$ cat src/sv/mwm_pkg.sv
// Shared widths, reset values, register indexes and types for the mecanum wheel mixer.
package mwm_pkg;

	localparam int CHAN_W       = 11;
	localparam int LIMIT_W      = 15;
	localparam int OFF_W        = CHAN_W + 1;
	localparam int SCALE_W      = 18;
	localparam int PROD_W       = 30;
	localparam int WHEEL_W      = 31;
	localparam int MAG_W        = 30;
	localparam int OUT_W        = 16;
	localparam int QUO_W        = LIMIT_W;
	localparam int NUM_W        = MAG_W + LIMIT_W;
	localparam int NUM_WHEELS   = 4;
	localparam int CFG_IDX_W    = 2;
	localparam int CFG_DATA_W   = LIMIT_W;
	localparam int DIV_CNT_W    = $clog2(QUO_W + 1);

	localparam int WHEEL_FL     = 0;
	localparam int WHEEL_FR     = 1;
	localparam int WHEEL_RL     = 2;
	localparam int WHEEL_RR     = 3;

	localparam int LIMIT_RESET  = 8000;
	localparam int MIN_RESET    = 364;
	localparam int MAX_RESET    = 1684;
	localparam int SCALE_FACTOR = 2;
	localparam int SCALE_RESET  = SCALE_FACTOR * (LIMIT_RESET / (MAX_RESET - MIN_RESET));

	localparam int QUEUE_DEPTH  = 2;

	typedef enum logic [CFG_IDX_W-1:0] {
		CFG_SPEED_LIMIT = 2'd0,
		CFG_STICK_MIN   = 2'd1,
		CFG_STICK_MAX   = 2'd2
	} cfg_idx_t;

	typedef struct packed {
		logic [LIMIT_W-1:0]        speed_limit;
		logic [CHAN_W-1:0]         stick_min;
		logic signed [SCALE_W-1:0] scale;
		logic                      busy;
	} cfg_view_t;

	typedef struct packed {
		logic [NUM_WHEELS-1:0][WHEEL_W-1:0] wheel;
		logic [MAG_W-1:0]                   top;
		logic                               over;
	} mix_entry_t;

	typedef enum logic [1:0] {
		BK_IDLE,
		BK_MUL,
		BK_DIV,
		BK_DONE
	} back_state_t;

endpackage

$ cat src/sv/mwm_queue.sv
// Short queue of mixed wheel sets between the front pipeline and the rescaling back end.
module mwm_queue import mwm_pkg::*; #(
	parameter int DEPTH = QUEUE_DEPTH
) (
	input  logic       clk,
	input  logic       arst_n,
	input  logic       push,
	input  mix_entry_t push_data,
	output logic       push_ready,
	input  logic       pop,
	output logic       pop_valid,
	output mix_entry_t pop_data
);

	localparam int PTR_W = (DEPTH > 1) ? $clog2(DEPTH) : 1;
	localparam int CNT_W = $clog2(DEPTH + 1);

	mix_entry_t       mem_q [DEPTH];
	logic [PTR_W-1:0] wr_ptr_q;
	logic [PTR_W-1:0] rd_ptr_q;
	logic [CNT_W-1:0] count_q;
	logic             do_push;
	logic             do_pop;

	assign push_ready = count_q != CNT_W'(DEPTH);
	assign pop_valid  = count_q != '0;
	assign do_push    = push && push_ready;
	assign do_pop     = pop && pop_valid;
	assign pop_data   = mem_q[rd_ptr_q];

	always_ff @(posedge clk or negedge arst_n) begin
		if (!arst_n) begin
			wr_ptr_q <= '0;
			rd_ptr_q <= '0;
			count_q  <= '0;
		end else begin
			if (do_push) begin
				wr_ptr_q <= (wr_ptr_q == PTR_W'(DEPTH - 1)) ? '0 : wr_ptr_q + 1'b1;
			end
			if (do_pop) begin
				rd_ptr_q <= (rd_ptr_q == PTR_W'(DEPTH - 1)) ? '0 : rd_ptr_q + 1'b1;
			end
			if (do_push && !do_pop) begin
				count_q <= count_q + 1'b1;
			end else if (do_pop && !do_push) begin
				count_q <= count_q - 1'b1;
			end
		end
	end

	always_ff @(posedge clk) begin
		if (do_push) begin
			mem_q[wr_ptr_q] <= push_data;
		end
	end

endmodule

$ cat config.mk
export PLATFORM = sky130hd
export DESIGN_NAME = mwm_queue
export DESIGN_NICKNAME = d
export VERILOG_FILES = /design/src/sv/mwm_pkg.sv /design/src/sv/mwm_queue.sv
export SDC_FILE = /design/constraint.sdc
export NUM_CORES = 1
export LEC_CHECK = 0
export BUFFER_PORTS_ARGS = -buffer_cell sky130_fd_sc_hd__buf_2
export CORE_MARGIN = 2
export CORE_UTILIZATION = 50
export CTS_CLUSTER_DIAMETER = 40
export DETAILED_ROUTE_END_ITERATION = 8
export PLACE_DENSITY = 0.87
export SLEW_MARGIN = 20
export SYNTH_ARGS = -nofsm -noshare
export SYNTH_HDL_FRONTEND = slang
export SYNTH_SLANG_ARGS = --single-unit
export TNS_END_PERCENT = 20
$ cat constraint.sdc
create_clock -name clk -period 17.59 [get_ports clk]
set_clock_uncertainty 0.15 [all_clocks]
set_input_delay 0 -clock clk [delete_from_list [all_inputs] [get_ports clk]]
set_output_delay 0 -clock clk [all_outputs]
set_load 0.05 [all_outputs]
==> metrics.txt <==
Hold Path Class in -> reg; RSZ-0062 raised after global routing false; Max VDD drop 0.000140 V; post-route ant nets 0; worst hold path depth 2; CTS clk-pin slew, worst paths 70 ps; H-tree depth 2; Synth Register Bits about 310; Final period util 0.187; setup violators final 0; Util after Layout 0.713; post-layout net count about 1200; final setup TNS 0 ps; pin count of the biggest net entering global routing 66; clock sinks 314; drt pass-1 iters 4; slowest CP cell buf_4; share of cells above drive strength 1 0.526; first-pass GRT wire length ~40 mm; wire length on met2 14.3 mm; Worst Path Required 17570 ps; Synthesized Nets 660; Port Buffers 315; DRC Markers 0; Power Total 3.05 mW; fill cell count approximately 1400; Synth Flop Type edfxtp_1; Mean Syn Cell Area ~23 um2; Vias per Instance 5.04; critical path endpoint category register; root buffer cell clkbuf_16; met3 routed WL approximately 1.9 mm; total global-route track usage 0.218; Avg WL per Cell 20.2 um; DRT Wirelength 26.7 mm; crit path launch type register; actual slew at the worst max-slew pin 872 ps; crit-path cells nand2b_1, and3_4, buf_4, buf_4; Hold Violations, Final 0; Resize count post-CTS 0; Max-slew headroom 0.418; number of global-route vias before repair 7354; Rows 55; routed vias 6667; synth warn 0; die height 155 um; Area Overhead vs Synth 40.8%; Clk Latency, worst-skew pair about 500 ps; LEAKAGE around 6 nW; FF-to-FF path depth 4; Netlist cell types 14; die width 155 um; cell mode on critical path buf_4; ys async rst share 0.0127; grt total ovfl 0; Mapped Area 11400 um2; Slew Limit Fails 0; CTS tree done; Max Root-Sink Buffers 3; most frequent cells in the layout buf_2, edfxtp_1, dlygate4sd3_1, mux2_2, clkbuf_16; sequential cell area fraction in the yosys report 0.823; Final Wtd Congestion between 0.7 and 0.8; Max stage delay on crit path 790 ps; core footprint 22600 um2; CTS buffer count 39; Die ar. 24100 um2; min cycle time layout 3300 ps; most common cell after layout, fill and taps aside buf_2; EDFF count, synth 310; Starting Density 0.507; Max Clk Rate 0.303 GHz; worst path arrival time 3270 ps; PwrDens 189 nW/um2; DP HPWL 14.6 mm; worst hold slack 62.2 ps; metal1 wirelength approximately 9.6 mm; Iter 0 DRT Violations 336; initial antenna violation count 4; CP Max Fanout 63; status finished clean; Syn Inst Count 500; Top Metal Used met4; max cap viols 0; boundary pin count 316; Worst Setup Path Type reg -> reg
[routing by layer]
metal / track usage / up-vias
met5: 0 / -
met4: 0.0974 / 0
met3: 0.0591 / 79
met2: 0.397 / 312
met1: 0.240 / 3244
li1: - / 3032
[cells in the mapped netlist (2+ instances only)]
cell / instances / area (um2)
edfxtp_1: 310 / 9310
mux2_2: 155 / 1750
buf_6: 16 / 180
dfrtp_1: 4 / 100
xnor2_1: 3 / 26.3
nand2_1: 2 / 7.51
nor2_1: 2 / 7.51
xor2_1: 2 / 17.5
[final timing paths]
check                      slack (ps)      endpoint           from
setup / recovery                14300  mem_q[1][28]     count_q[0]
hold / removal                     60  mem_q[0][99]  push_data[99]
setup reg to reg                14300  mem_q[1][28]     count_q[0]
hold reg to reg                   420    count_q[0]     count_q[0]
max in group asynchronous       16820      rd_ptr_q         arst_n
min in group asynchronous         250    count_q[1]         arst_n
[layout make-up]
type | instances | area [um2] | area share
Antenna cell | 4 | 10.0 | 0.000622
Clock buffer | 43 | 1030 | 0.0642
Tap cell | 285 | 357 | 0.0221
Multi-Input combinational cell | 168 | 1850 | 0.115
Clock inverter | 27 | 205 | 0.0127
Timing Repair Buffer | 481 | 3230 | 0.201
Inverter | 1 | 3.75 | 0.000233
Sequential cell | 314 | 9410 | 0.585
[kinds of logic (layout without fill, tap and decap cells)]
group / count (synthesis) / after routing / synth area share
XOR/XNOR: 5 / 5 / 0.00383
adder cells (fa/ha/maj): 1 / 1 / 0.00109
buffers and inverters: 18 / 552 / 0.0165
flip-flops: 314 / 314 / 0.823
multiplexers: 155 / 155 / 0.153
other: 0 / 4 / 0
AND/OR/NAND/NOR: 7 / 7 / 0.00296
[through the flow]
step,cell area (um2),setup slack (ps),instances
6_report,16100,14300,1323
5_1_grt,16100,14050,1323
4_1_cts,16100,13790,1318
3_5_place_dp,13200,13780,1089
3_3_place_gp,13200,13880,1089
2_1_floorplan,11400,9260,500
[critical path: cells and delay by family, from the launching register on]
kind | cells | cell delay, ps
buffers and inverters | 2 | 1510
and+or+nand+nor | 2 | 720
DFF | 1 | 410
[sequential cells by signal (all words and copies together) (netlist names)]
signal and count:
count_q 2, wr_ptr_q 1, rd_ptr_q 1, mem_q 310
[power by group]
part | leakage (nW) | switching, mW | total, mW | internal (mW)
clock | 0.595 | 0.303 | 0.747 | 0.444
sequential | 2.93 | 0.0645 | 1.09 | 1.02
combinational | 2.60 | 0.881 | 1.21 | 0.329
[timing repair]
| action | CTS | global route |
|---|---|---|
| endpoints found under the hold margin | 341 | 0 |
| buffers inserted | 0 | 0 |
| hold buffers | 159 | 0 |
Power figures use the tool's default switching activity.
