$ cat config.mk
export PLATFORM = sky130hd
export DESIGN_NAME = mwm_cfg
export DESIGN_NICKNAME = d
export VERILOG_FILES = /design/src/sv/mwm_pkg.sv /design/src/sv/mwm_cfg.sv
export SDC_FILE = /design/constraint.sdc
export NUM_CORES = 1
export LEC_CHECK = 0
export BUFFER_PORTS_ARGS = -buffer_cell sky130_fd_sc_hd__buf_2
export CORE_MARGIN = 1.5
export CORE_UTILIZATION = 40
export CTS_CLUSTER_SIZE = 10
export DETAILED_ROUTE_END_ITERATION = 12
export HOLD_SLACK_MARGIN = 0.1
export PLACE_DENSITY = 0.7
export RECOVER_POWER = 50
export SLEW_MARGIN = 40
export SYNTH_ARGS = -nofsm -noshare
export SYNTH_HDL_FRONTEND = slang
export SYNTH_SLANG_ARGS = --single-unit
$ cat constraint.sdc
create_clock -name clk -period 2.7 [get_ports clk]
set_input_delay 0.135 -clock clk [delete_from_list [all_inputs] [get_ports clk]]
set_output_delay 0.135 -clock clk [all_outputs]
set_load 0.01 [all_outputs]
$ cat src/sv/mwm_pkg.sv
// Shared widths, reset values, register indexes and types for the mecanum wheel mixer.
package mwm_pkg;

	localparam int CHAN_W       = 11;
	localparam int LIMIT_W      = 15;
	localparam int OFF_W        = CHAN_W + 1;
	localparam int SCALE_W      = 18;
	localparam int PROD_W       = 30;
	localparam int WHEEL_W      = 31;
	localparam int MAG_W        = 30;
	localparam int OUT_W        = 16;
	localparam int QUO_W        = LIMIT_W;
	localparam int NUM_W        = MAG_W + LIMIT_W;
	localparam int NUM_WHEELS   = 4;
	localparam int CFG_IDX_W    = 2;
	localparam int CFG_DATA_W   = LIMIT_W;
	localparam int DIV_CNT_W    = $clog2(QUO_W + 1);

	localparam int WHEEL_FL     = 0;
	localparam int WHEEL_FR     = 1;
	localparam int WHEEL_RL     = 2;
	localparam int WHEEL_RR     = 3;

	localparam int LIMIT_RESET  = 8000;
	localparam int MIN_RESET    = 364;
	localparam int MAX_RESET    = 1684;
	localparam int SCALE_FACTOR = 2;
	localparam int SCALE_RESET  = SCALE_FACTOR * (LIMIT_RESET / (MAX_RESET - MIN_RESET));

	localparam int QUEUE_DEPTH  = 2;

	typedef enum logic [CFG_IDX_W-1:0] {
		CFG_SPEED_LIMIT = 2'd0,
		CFG_STICK_MIN   = 2'd1,
		CFG_STICK_MAX   = 2'd2
	} cfg_idx_t;

	typedef struct packed {
		logic [LIMIT_W-1:0]        speed_limit;
		logic [CHAN_W-1:0]         stick_min;
		logic signed [SCALE_W-1:0] scale;
		logic                      busy;
	} cfg_view_t;

	typedef struct packed {
		logic [NUM_WHEELS-1:0][WHEEL_W-1:0] wheel;
		logic [MAG_W-1:0]                   top;
		logic                               over;
	} mix_entry_t;

	typedef enum logic [1:0] {
		BK_IDLE,
		BK_MUL,
		BK_DIV,
		BK_DONE
	} back_state_t;

endpackage

$ cat src/sv/mwm_cfg.sv
// Configuration registers and the serial divider that derives the channel scale.
module mwm_cfg import mwm_pkg::*; (
	input  logic                  clk,
	input  logic                  arst_n,
	input  logic                  cfg_valid,
	output logic                  cfg_ready,
	input  logic [CFG_IDX_W-1:0]  cfg_index,
	input  logic [CFG_DATA_W-1:0] cfg_data,
	output cfg_view_t             cfg
);

	logic [LIMIT_W-1:0]        limit_q;
	logic [CHAN_W-1:0]         min_q;
	logic [CHAN_W-1:0]         max_q;
	logic signed [SCALE_W-1:0] scale_q;
	logic                      busy_q;
	logic                      init_q;
	logic [DIV_CNT_W-1:0]      cnt_q;
	logic [CHAN_W-1:0]         rem_q;
	logic [QUO_W-1:0]          quo_q;
	logic [CHAN_W-1:0]         dvs_q;
	logic                      neg_q;
	logic                      zero_q;

	logic                      wr;
	logic signed [OFF_W-1:0]   span;
	logic [OFF_W-1:0]          span_abs;
	logic [CHAN_W:0]           trial;
	logic [CHAN_W:0]           diff;
	logic                      ge;
	logic signed [SCALE_W-1:0] scale_mag;
	logic signed [SCALE_W-1:0] scale_next;

	assign cfg_ready = !busy_q;
	assign wr        = cfg_valid && cfg_ready;

	always_comb begin
		span       = $signed({1'b0, max_q}) - $signed({1'b0, min_q});
		span_abs   = span[OFF_W-1] ? OFF_W'(-span) : OFF_W'(span);
		trial      = {rem_q, quo_q[QUO_W-1]};
		ge         = trial >= {1'b0, dvs_q};
		diff       = trial - {1'b0, dvs_q};
		scale_mag  = $signed(SCALE_W'({quo_q, 1'b0}));
		scale_next = zero_q ? '0 : (neg_q ? -scale_mag : scale_mag);
	end

	always_ff @(posedge clk or negedge arst_n) begin
		if (!arst_n) begin
			limit_q <= LIMIT_W'(LIMIT_RESET);
			min_q   <= CHAN_W'(MIN_RESET);
			max_q   <= CHAN_W'(MAX_RESET);
			scale_q <= SCALE_W'(SCALE_RESET);
			busy_q  <= 1'b0;
			init_q  <= 1'b0;
			cnt_q   <= '0;
		end else if (wr) begin
			unique case (cfg_idx_t'(cfg_index))
				CFG_SPEED_LIMIT: limit_q <= cfg_data;
				CFG_STICK_MIN:   min_q   <= cfg_data[CHAN_W-1:0];
				CFG_STICK_MAX:   max_q   <= cfg_data[CHAN_W-1:0];
				default: ;
			endcase
			busy_q <= 1'b1;
			init_q <= 1'b1;
		end else if (init_q) begin
			init_q <= 1'b0;
			cnt_q  <= DIV_CNT_W'(QUO_W);
		end else if (busy_q && cnt_q != '0) begin
			cnt_q <= cnt_q - 1'b1;
		end else if (busy_q) begin
			scale_q <= scale_next;
			busy_q  <= 1'b0;
		end
	end

	always_ff @(posedge clk) begin
		if (init_q) begin
			dvs_q  <= span_abs[CHAN_W-1:0];
			neg_q  <= span[OFF_W-1];
			zero_q <= span == '0;
			rem_q  <= '0;
			quo_q  <= limit_q;
		end else if (busy_q && cnt_q != '0) begin
			rem_q <= ge ? diff[CHAN_W-1:0] : trial[CHAN_W-1:0];
			quo_q <= {quo_q[QUO_W-2:0], ge};
		end
	end

	assign cfg.speed_limit = limit_q;
	assign cfg.stick_min   = min_q;
	assign cfg.scale       = scale_q;
	assign cfg.busy        = busy_q;

endmodule

==> run_results.csv <==
group,metric,value,unit
critical_path,worst_setup_path_start_kind,"flip-flop",
floorplanning,coreArea,13240,µm²
floorplanning,ioPinCount,66,
timing,hold_viol_final,0,
synthesis,synth_area,5423,µm²
place,dpl_worst_slack,0.04816,ns
clock_tree,clockBufferDepth,2,
cells_and_area,area_growth,19.50,%
floorplanning,start_util,40.95,%
routing,drt-initial-drc-count,201,
timing,maxSlewViolCount,0,
place,post-dp-hpwl,8.868,mm
synthesis,synthCells,515,
min_path,holdCritPathClass,"input port to flip-flop",
synthesis,yosysTopAreaCellShare,19.38,%
synthesis,synth_top_area_cell,"dfrtp_1",
clock_tree,cts_root_buffer,"clkbuf_16",
job,cap_violations,0,
synthesis,ys.flop_type,"dfrtp_1",
cells_and_area,finalNonFillerCells,784,
place,gp_congestion,0.8485,
floorplanning,die_y,119.4,µm
routing,wire_per_inst,15.71,µm
timing,max_slew_margin,28.30,%
timing,worst_slew_pin_slew,1.075,ns
cells_and_area,fillers,1225,
cells_and_area,final_nets,650,
floorplanning,die_w,119.4,µm
routing,wirelength,12.32,mm
critical_path,critical_path.max_stage_delay,0.53,ns
synthesis,ys_seq_area_share,47.67,%
synthesis,syn_nets,562,
grt,grt_max_degree,47,
min_path,min_path_cells,4,
routing,vias,4103,
synthesis,avgSynthCellArea,10.53,µm²
grt,grt_overflow,0,
clock_tree,clk_latency,0.35,ns
routing,ant_nets,0,
critical_path,crit_path_top_delay_cell,"dfstp_2",
clock_tree,numCtsBuffers,9,
synthesis,synth_warnings,0,
run_status,status,"completed",
timing,skew,0.008900,ns
synthesis,synth_area_leaders,"dfrtp_1 (19%), edfxtp_1 (16%), dfstp_2 (8.7%), mux2_2 (8.1%), ha_1 (5.8%)",
floorplanning,die_area,14260,µm²
timing,fin_crit_sh,97.45,%
routing,drcViolationCount,0,
timing,setup_viol,0,
clock_tree,cts_tree,"yes",
critical_path,regToRegSetupSlack,0.07,ns
routing,avgViaCountPerCell,5.233,
routing,dr.pass1.iters,4,
timing,fmax,0.3800,GHz
place,dpl.cell_count,749,
synthesis,ys_seq_elements,99,
clock_tree,htree_levels,3,
critical_path,crit_required,2.79,ns
critical_path,arrival,2.73,ns
critical_path,crit_type,"flip-flop to flip-flop",
timing,layout_setup_ws,0.06875,ns
critical_path,rr_worst_depth,9,
grt,grt_pass1_vias,4085,
cells_and_area,final_common_cell,"nand2_1",
timing,fin_crit,2.631,ns
place,port_buffers,64,
critical_path,cp-end-kind,"flip-flop",
grt,grt_pass1_wl,20.33,mm
cells_and_area,drive_gt1_share,22.04,%
clock_tree,cts.sinks,99,
grt,track_usage,17.84,%
synthesis,ys_types,63,
cells_and_area,diodes,0,
critical_path,path_cells,"inv_1, ha_2, nor2b_2, o2111a_1, o31a_1, xor2_2, a21oi_1, a21oi_2, xor2_1",
critical_path,worst-path-max-fanout,6,
synthesis,synth_edf_count,28,
clock_tree,clk_pin_slew_worst_paths,0.07,ns
cells_and_area,final_cell_mix,"nand2_1 (52), dfrtp_1 (42), clkbuf_1 (40), mux2_2 (39), inv_1 (38)",
grt,antenna_found_initial,0,
synthesis,synthArstFlopShare,60.61,%
floorplanning,rows,42,
through the flow:
stage	TNS, ns	hold slack (ns)	area (µm²)	util (%)
final	0	0.1710	6480	48.93
after global routing	-0.05596	0.1874	6480	48.93
after CTS	0	0.1606	6447	48.69
after detailed placement	0	0.1031	5982	45.17
after global placement	0	0.09576	5982	45.17
after floorplan	0	-0.1606	5423	-
cell type report:
type	instances	area (µm²)	area share, %
clock buffers	11	232.7	3.591
clock inverters	5	62.56	0.9654
inverters	39	146.4	2.259
multi-input cells	359	2690	41.51
flip-flops and latches	99	2585	39.89
well taps	176	220.2	3.398
repair buffers	95	543.0	8.380
Yosys cell counts, drive strengths merged, types with 3 or more instances:
| cell type | count |
|---|---|
| nor2b | 8 |
| nand2b | 4 |
| buf | 7 |
| clkbuf | 11 |
| dfrtp | 42 |
| o21ai | 41 |
| mux2 | 39 |
| xor2 | 18 |
| nand2 | 52 |
| o31ai | 12 |
| nor4 | 4 |
| nor2 | 32 |
| ha | 25 |
| o31a | 6 |
| a21o | 4 |
| a21oi | 21 |
| inv | 39 |
| dfxtp | 11 |
| a211oi | 7 |
| o21a | 5 |
| or3 | 3 |
| mux2i | 6 |
| a31oi | 4 |
| edfxtp | 28 |
| nor3 | 7 |
| xnor2 | 15 |
| nand3 | 9 |
| nand3b | 3 |
| o211ai | 4 |
| dfstp | 18 |
critical path, delay by kind of cell, from the launching register on:
kind	cells	cell delay (ns)
AO/OA/AOI/OAI	4	0.95
flip-flops	1	0.53
XOR/XNOR	2	0.34
adder cells (fa/ha/maj)	1	0.32
AND/OR/NAND/NOR	1	0.18
buffers and inverters	1	0.05
routing by layer:
metal / track usage (%) / vias up / routed length (µm)
li1: - / 2013 / -
met1: 23.97 / 1991 / 5588
met2: 29.80 / 84 / 6005
met3: 3.209 / 15 / 525
met4: 4.762 / 0 / 198
met5: 0 / - / 0
worst paths after layout:
check                              to    startpoint
setup / recovery            dvs_q[10]      min_q[2]
setup reg to reg            dvs_q[10]      min_q[2]
hold / removal               min_q[1]  cfg_index[1]
min in group asynchronous    min_q[1]        arst_n
max in group asynchronous  scale_q[6]        arst_n
hold reg to reg            scale_q[3]    scale_q[3]
cells by family (layout without fill, tap and decap cells):
logic type,Yosys count,after routing,synth area share (%)
flip-flops,99,99,47.67
AND/OR/NAND/NOR,135,135,12.51
AO/OA/AOI/OAI,118,118,14.51
XOR/XNOR,33,33,5.330
multiplexers,45,45,9.206
other,1,1,0.06915
adder cells (fa/ha/maj),27,27,6.507
buffers and inverters,57,150,4.199
state kept, by name, indices dropped and copies added, names as in the netlist:
| signal | flops |
|---|---|
| busy_q | 1 |
| rem_q | 11 |
| init_q | 1 |
| scale_q | 17 |
| zero_q | 1 |
| limit_q | 15 |
| neg_q | 1 |
| min_q | 11 |
| cnt_q | 4 |
| max_q | 11 |
| quo_q | 15 |
| dvs_q | 11 |
timing repair:
| action | CTS | global route |
|---|---|---|
| endpoints found under the setup margin | 0 | 9 |
| buffers inserted | 0 | 2 |
| hold buffers | 17 | 0 |
| gates resized for setup | 0 | 14 |
| hold endpoints to repair | 55 | 0 |
Power is not shown: default switching activity piles up to over one toggle a cycle in this logic, so the estimate is an artifact.
