[config.mk]
export PLATFORM = sky130hd
export DESIGN_NAME = mwm_front
export DESIGN_NICKNAME = d
export VERILOG_FILES = /design/src/sv/mwm_pkg.sv /design/src/sv/mwm_front.sv
export SDC_FILE = /design/constraint.sdc
export NUM_CORES = 2
export LEC_CHECK = 0
export BUFFER_PORTS_ARGS = -buffer_cell sky130_fd_sc_hd__buf_4
export CAP_MARGIN = 20
export CORE_MARGIN = 2
export CORE_UTILIZATION = 55
export DETAILED_ROUTE_END_ITERATION = 16
export PLACE_DENSITY = 0.72
export REMOVE_ABC_BUFFERS = 1
export SLEW_MARGIN = 20
export SYNTH_ARGS = -nofsm -noshare
export SYNTH_HDL_FRONTEND = slang
export SYNTH_SLANG_ARGS = --single-unit
export TNS_END_PERCENT = 1
[constraint.sdc]
create_clock -name clk -period 56.6 [get_ports clk]
set_clock_uncertainty 0.1 [all_clocks]
set_input_delay 11.32 -clock clk [delete_from_list [all_inputs] [get_ports clk]]
set_output_delay 11.32 -clock clk [all_outputs]
set_load 0.03 [all_outputs]
[src/sv/mwm_pkg.sv]
// Shared widths, reset values, register indexes and types for the mecanum wheel mixer.
package mwm_pkg;

	localparam int CHAN_W       = 11;
	localparam int LIMIT_W      = 15;
	localparam int OFF_W        = CHAN_W + 1;
	localparam int SCALE_W      = 18;
	localparam int PROD_W       = 30;
	localparam int WHEEL_W      = 31;
	localparam int MAG_W        = 30;
	localparam int OUT_W        = 16;
	localparam int QUO_W        = LIMIT_W;
	localparam int NUM_W        = MAG_W + LIMIT_W;
	localparam int NUM_WHEELS   = 4;
	localparam int CFG_IDX_W    = 2;
	localparam int CFG_DATA_W   = LIMIT_W;
	localparam int DIV_CNT_W    = $clog2(QUO_W + 1);

	localparam int WHEEL_FL     = 0;
	localparam int WHEEL_FR     = 1;
	localparam int WHEEL_RL     = 2;
	localparam int WHEEL_RR     = 3;

	localparam int LIMIT_RESET  = 8000;
	localparam int MIN_RESET    = 364;
	localparam int MAX_RESET    = 1684;
	localparam int SCALE_FACTOR = 2;
	localparam int SCALE_RESET  = SCALE_FACTOR * (LIMIT_RESET / (MAX_RESET - MIN_RESET));

	localparam int QUEUE_DEPTH  = 2;

	typedef enum logic [CFG_IDX_W-1:0] {
		CFG_SPEED_LIMIT = 2'd0,
		CFG_STICK_MIN   = 2'd1,
		CFG_STICK_MAX   = 2'd2
	} cfg_idx_t;

	typedef struct packed {
		logic [LIMIT_W-1:0]        speed_limit;
		logic [CHAN_W-1:0]         stick_min;
		logic signed [SCALE_W-1:0] scale;
		logic                      busy;
	} cfg_view_t;

	typedef struct packed {
		logic [NUM_WHEELS-1:0][WHEEL_W-1:0] wheel;
		logic [MAG_W-1:0]                   top;
		logic                               over;
	} mix_entry_t;

	typedef enum logic [1:0] {
		BK_IDLE,
		BK_MUL,
		BK_DIV,
		BK_DONE
	} back_state_t;

endpackage

[src/sv/mwm_front.sv]
// Front pipeline: accepts stick words, drops incomplete ones, mixes the wheels and finds the peak.
module mwm_front import mwm_pkg::*; (
	input  logic              clk,
	input  logic              arst_n,
	input  logic              in_valid,
	output logic              in_stall,
	input  logic [CHAN_W-1:0] strafe_channel,
	input  logic [CHAN_W-1:0] forward_channel,
	input  logic [CHAN_W-1:0] spin_channel,
	input  cfg_view_t         cfg,
	input  logic              q_ready,
	output logic              q_push,
	output mix_entry_t        q_data
);

	logic                      en;
	logic                      accept;
	logic                      complete;

	logic                      v_s1, v_s2, v_s3, v_s4, v_s5;
	logic signed [OFF_W-1:0]   off_x_s1, off_y_s1, off_w_s1;
	logic signed [PROD_W-1:0]  prod_x_s2, prod_y_s2, prod_w_s2;
	logic signed [WHEEL_W-1:0] wheel_s3 [NUM_WHEELS];
	logic signed [WHEEL_W-1:0] wheel_s4 [NUM_WHEELS];
	logic [MAG_W-1:0]          mag_s4 [NUM_WHEELS];
	logic signed [WHEEL_W-1:0] wheel_s5 [NUM_WHEELS];
	logic [MAG_W-1:0]          top_s5;
	logic                      over_s5;

	logic signed [PROD_W-1:0]  scale_ext;
	logic signed [PROD_W-1:0]  ox, oy, ow;
	logic signed [WHEEL_W-1:0] px, py, pw, lim, lim3;
	logic signed [WHEEL_W-1:0] wheel_mix [NUM_WHEELS];
	logic [WHEEL_W-1:0]        abs_full [NUM_WHEELS];
	logic [MAG_W-1:0]          max_a, max_b, top_mix;
	logic                      over_mix;

	assign en       = !(v_s5 && !q_ready);
	assign in_stall = !en || cfg.busy;
	assign accept   = in_valid && !in_stall;
	assign complete = strafe_channel != '0 && forward_channel != '0 && spin_channel != '0;

	always_comb begin
		scale_ext = PROD_W'(cfg.scale);
		ox        = PROD_W'(off_x_s1);
		oy        = PROD_W'(off_y_s1);
		ow        = PROD_W'(off_w_s1);
		px        = WHEEL_W'(prod_x_s2);
		py        = WHEEL_W'(prod_y_s2);
		pw        = WHEEL_W'(prod_w_s2);
		lim       = $signed(WHEEL_W'(cfg.speed_limit));
		lim3      = lim + (lim <<< 1);
		wheel_mix[WHEEL_FL] = px + py + pw - lim3;
		wheel_mix[WHEEL_FR] = -px + py + pw - lim;
		wheel_mix[WHEEL_RL] = px - py + pw - lim;
		wheel_mix[WHEEL_RR] = -px - py + pw + lim;
		over_mix = 1'b0;
		for (int i = 0; i < NUM_WHEELS; i++) begin
			abs_full[i] = wheel_s3[i][WHEEL_W-1] ? WHEEL_W'(-wheel_s3[i]) : WHEEL_W'(wheel_s3[i]);
			over_mix    = over_mix || (mag_s4[i] > MAG_W'(cfg.speed_limit));
		end
		max_a   = (mag_s4[0] > mag_s4[1]) ? mag_s4[0] : mag_s4[1];
		max_b   = (mag_s4[2] > mag_s4[3]) ? mag_s4[2] : mag_s4[3];
		top_mix = (max_a > max_b) ? max_a : max_b;
	end

	always_ff @(posedge clk or negedge arst_n) begin
		if (!arst_n) begin
			v_s1 <= 1'b0;
			v_s2 <= 1'b0;
			v_s3 <= 1'b0;
			v_s4 <= 1'b0;
			v_s5 <= 1'b0;
		end else if (en) begin
			v_s1 <= accept && complete;
			v_s2 <= v_s1;
			v_s3 <= v_s2;
			v_s4 <= v_s3;
			v_s5 <= v_s4;
		end
	end

	always_ff @(posedge clk) begin
		if (en) begin
			off_x_s1  <= $signed({1'b0, strafe_channel}) - $signed({1'b0, cfg.stick_min});
			off_y_s1  <= $signed({1'b0, forward_channel}) - $signed({1'b0, cfg.stick_min});
			off_w_s1  <= $signed({1'b0, spin_channel}) - $signed({1'b0, cfg.stick_min});
			prod_x_s2 <= ox * scale_ext;
			prod_y_s2 <= oy * scale_ext;
			prod_w_s2 <= ow * scale_ext;
			for (int i = 0; i < NUM_WHEELS; i++) begin
				wheel_s3[i] <= wheel_mix[i];
				wheel_s4[i] <= wheel_s3[i];
				mag_s4[i]   <= abs_full[i][MAG_W-1:0];
				wheel_s5[i] <= wheel_s4[i];
			end
			top_s5  <= top_mix;
			over_s5 <= over_mix;
		end
	end

	assign q_push = v_s5 && q_ready;

	always_comb begin
		for (int i = 0; i < NUM_WHEELS; i++) begin
			q_data.wheel[i] = wheel_s5[i];
		end
		q_data.top  = top_s5;
		q_data.over = over_s5;
	end

endmodule

==> impl_metrics.env <==
export IMPL_outcome="finished, final reports clean"
export IMPL_drv_cap=0
export IMPL_cts_buffers=72
export IMPL_final_cell_mix="inv_1, fa_1, edfxtp_1"
export IMPL_crit_fanout=56
export IMPL_cp_cell_sequence="buf_4 -> nand2b_4 -> nand2b_1 -> buf_4"
export IMPL_worst_path_buf_inv=2
export IMPL_cpLargestDelayFamily="simple AND/OR/NAND/NOR gates"
export IMPL_pre_cts_slack_ps=32810
export IMPL_critical_path_class="in -> out"
export IMPL_fin_crit_sh=0.420
export IMPL_grt_use_total=0.257
export IMPL_clkTransAtPathRegs_ps=60
export IMPL_routedWlPerCell_um=19.2
export IMPL_synthesis_area_um2=62700
export IMPL_tightest_slew_ps=1110
export IMPL_die_h_um=342
export IMPL_dieArea_um2=117000
export IMPL_final_common_cell="inv_1"
export IMPL_antenna_found_initial=4
export IMPL_cpMostUsedCell="buf_4"
export IMPL_place_gp_congestion=0.885
export IMPL_clock_sinks=650
export IMPL_rsz0062_at_grt="false"
export IMPL_setup_violations=0
export IMPL_arrival_ps=12370
export IMPL_crit_start="q_ready"
export IMPL_syn_to_final_growth_pct=8.87
export IMPL_synthCells=5877
export IMPL_cts_tree="done"
export IMPL_async_reset_ff_frac=0.00769
export IMPL_worstSetupStartpointType="primary input"
export IMPL_ys_types=70
export IMPL_drtIter0Drc=2431
export IMPL_hold_ws_ps=306
export IMPL_hold_viol_final=0
export IMPL_fin_nets=7485
export IMPL_fillCellCount=9166
export IMPL_grt_pass1_wl_mm=234
export IMPL_seq_area_frac_synth=0.311
export IMPL_cts_buffer_depth=3
export IMPL_end_kind="output port"
export IMPL_slew_violations=0
export IMPL_diodes=0
export IMPL_crit_path_top_delay_cell="nand2b_4"
export IMPL_antenna_left=0
export IMPL_ctsHoldBuffers=0
export IMPL_ctsHtreeMaxLevel=3
export IMPL_syn_area_per_cell_um2=10.7
export IMPL_crit_required_ps=45180
export IMPL_synth_edf_count=645
export IMPL_dr_total_vias=41746
export IMPL_drive_above_1_share=0.0644
export IMPL_ios=239
export IMPL_core_area_um2=113000
export IMPL_period_needed_ps=23790
export IMPL_fin_tns_setup_ps=0
export IMPL_timing_fmax_ghz=0.0420
export IMPL_dpl_hpwl_mm=119
export IMPL_fin_ws_ps=32810
export IMPL_grt_max_degree=86
export IMPL_drtPass1Iterations=5
export IMPL_ys_warn_count=0
export IMPL_root_buffer="clkbuf_16"
export IMPL_ys_ff_latch=650
export IMPL_die_x_um=342
export IMPL_cts_resized=0
export IMPL_min_from="wheel_s4[3][4]"
export IMPL_routed_wl_mm=146
export IMPL_synth_flop_cell="edfxtp_1"
export IMPL_port_buffers=238
export IMPL_slowest_delay_ps=500
export IMPL_drcViolationCount=0
export IMPL_regToRegStartpoint="off_y_s1[11]"
export IMPL_grt_pass1_vias=44458
export IMPL_relSlewSlack=0.263
export IMPL_fp_row_count=123
export IMPL_postCtsSetupBuffers=0
export IMPL_initial_core_util=0.556
export IMPL_vias_per_cell=5.49
export IMPL_clock_latency_ps=650
export IMPL_hold_path_class="reg -> reg"
export IMPL_grt_remaining_overflow=0
-- routing by layer --
layer / GRT usage / routed length [um]
met1: 0.331 / 61400
met4: 0.0747 / 4070
met2: 0.459 / 73500
met3: 0.0278 / 7060
met5: 0 / 9
-- final timing paths --
kind | to | slack [ps] | depth (start not counted)
min reg2reg | wheel_s5[3][4] | 310 | 0
max | in_stall | 32810 | 4
min in group asynchronous | v_s4 | 10350 | 1
max in group asynchronous | v_s1 | 45940 | 1
min | wheel_s5[3][4] | 310 | 0
max reg2reg | prod_y_s2[26] | 49710 | 19
-- synthesized netlist by cell type, types with 43 or more instances --
master	count	area [um^2]
nor3_1	43	215
and2_1	209	1310
o21ai_0	151	756
nand2b_1	46	288
ha_1	575	7190
xor2_1	55	482
o21a_1	59	443
nand2_1	535	2010
edfxtp_1	645	19400
a21o_1	128	961
a21oi_1	190	951
nor2_1	232	871
fa_1	780	15600
mux2i_1	90	901
clkbuf_1	146	548
nand4_1	50	313
nand3_1	48	240
inv_1	1175	4410
xnor2_1	300	2630
-- area by class of cell --
type                    instances  area, um^2  share of cell area
multi-input cells            3893       38300               0.560
flip-flops and latches        650       19500               0.285
inverters                    1175        4410              0.0646
repair buffers                256        1920              0.0281
well taps                    1500        1880              0.0275
clock buffers                  86        1850              0.0272
clock inverters                43         469             0.00687
-- logic make-up after synthesis --
kind of cell,Yosys count,share of synthesized area
adder cells (fa/ha/maj),1355,0.364
XOR/XNOR,355,0.0496
multiplexers,93,0.0149
flip-flops,650,0.311
AO/OA/AOI/OAI,765,0.0799
AND/OR/NAND/NOR,1325,0.101
buffers and inverters,1334,0.0799
-- flip-flops by register name, indices dropped and copies added (netlist names) --
signal	cells
off_y_s1	12
prod_y_s2	30
v_s4	1
wheel_s3	124
mag_s4	120
top_s5	30
v_s5	1
off_x_s1	12
v_s3	1
off_w_s1	12
prod_x_s2	30
over_s5	1
v_s1	1
wheel_s4	120
v_s2	1
wheel_s5	124
prod_w_s2	30
-- stage by stage --
step,area [um^2],cells,util
after floorplan,62100,5718,-
after global placement,66000,7474,0.585
after detailed placement,66000,7474,0.585
after CTS,68300,7603,0.605
after global routing,68300,7603,0.605
final,68300,7603,0.605
Power is not shown: default switching activity piles up to over one toggle a cycle in this logic, so the estimate is an artifact.
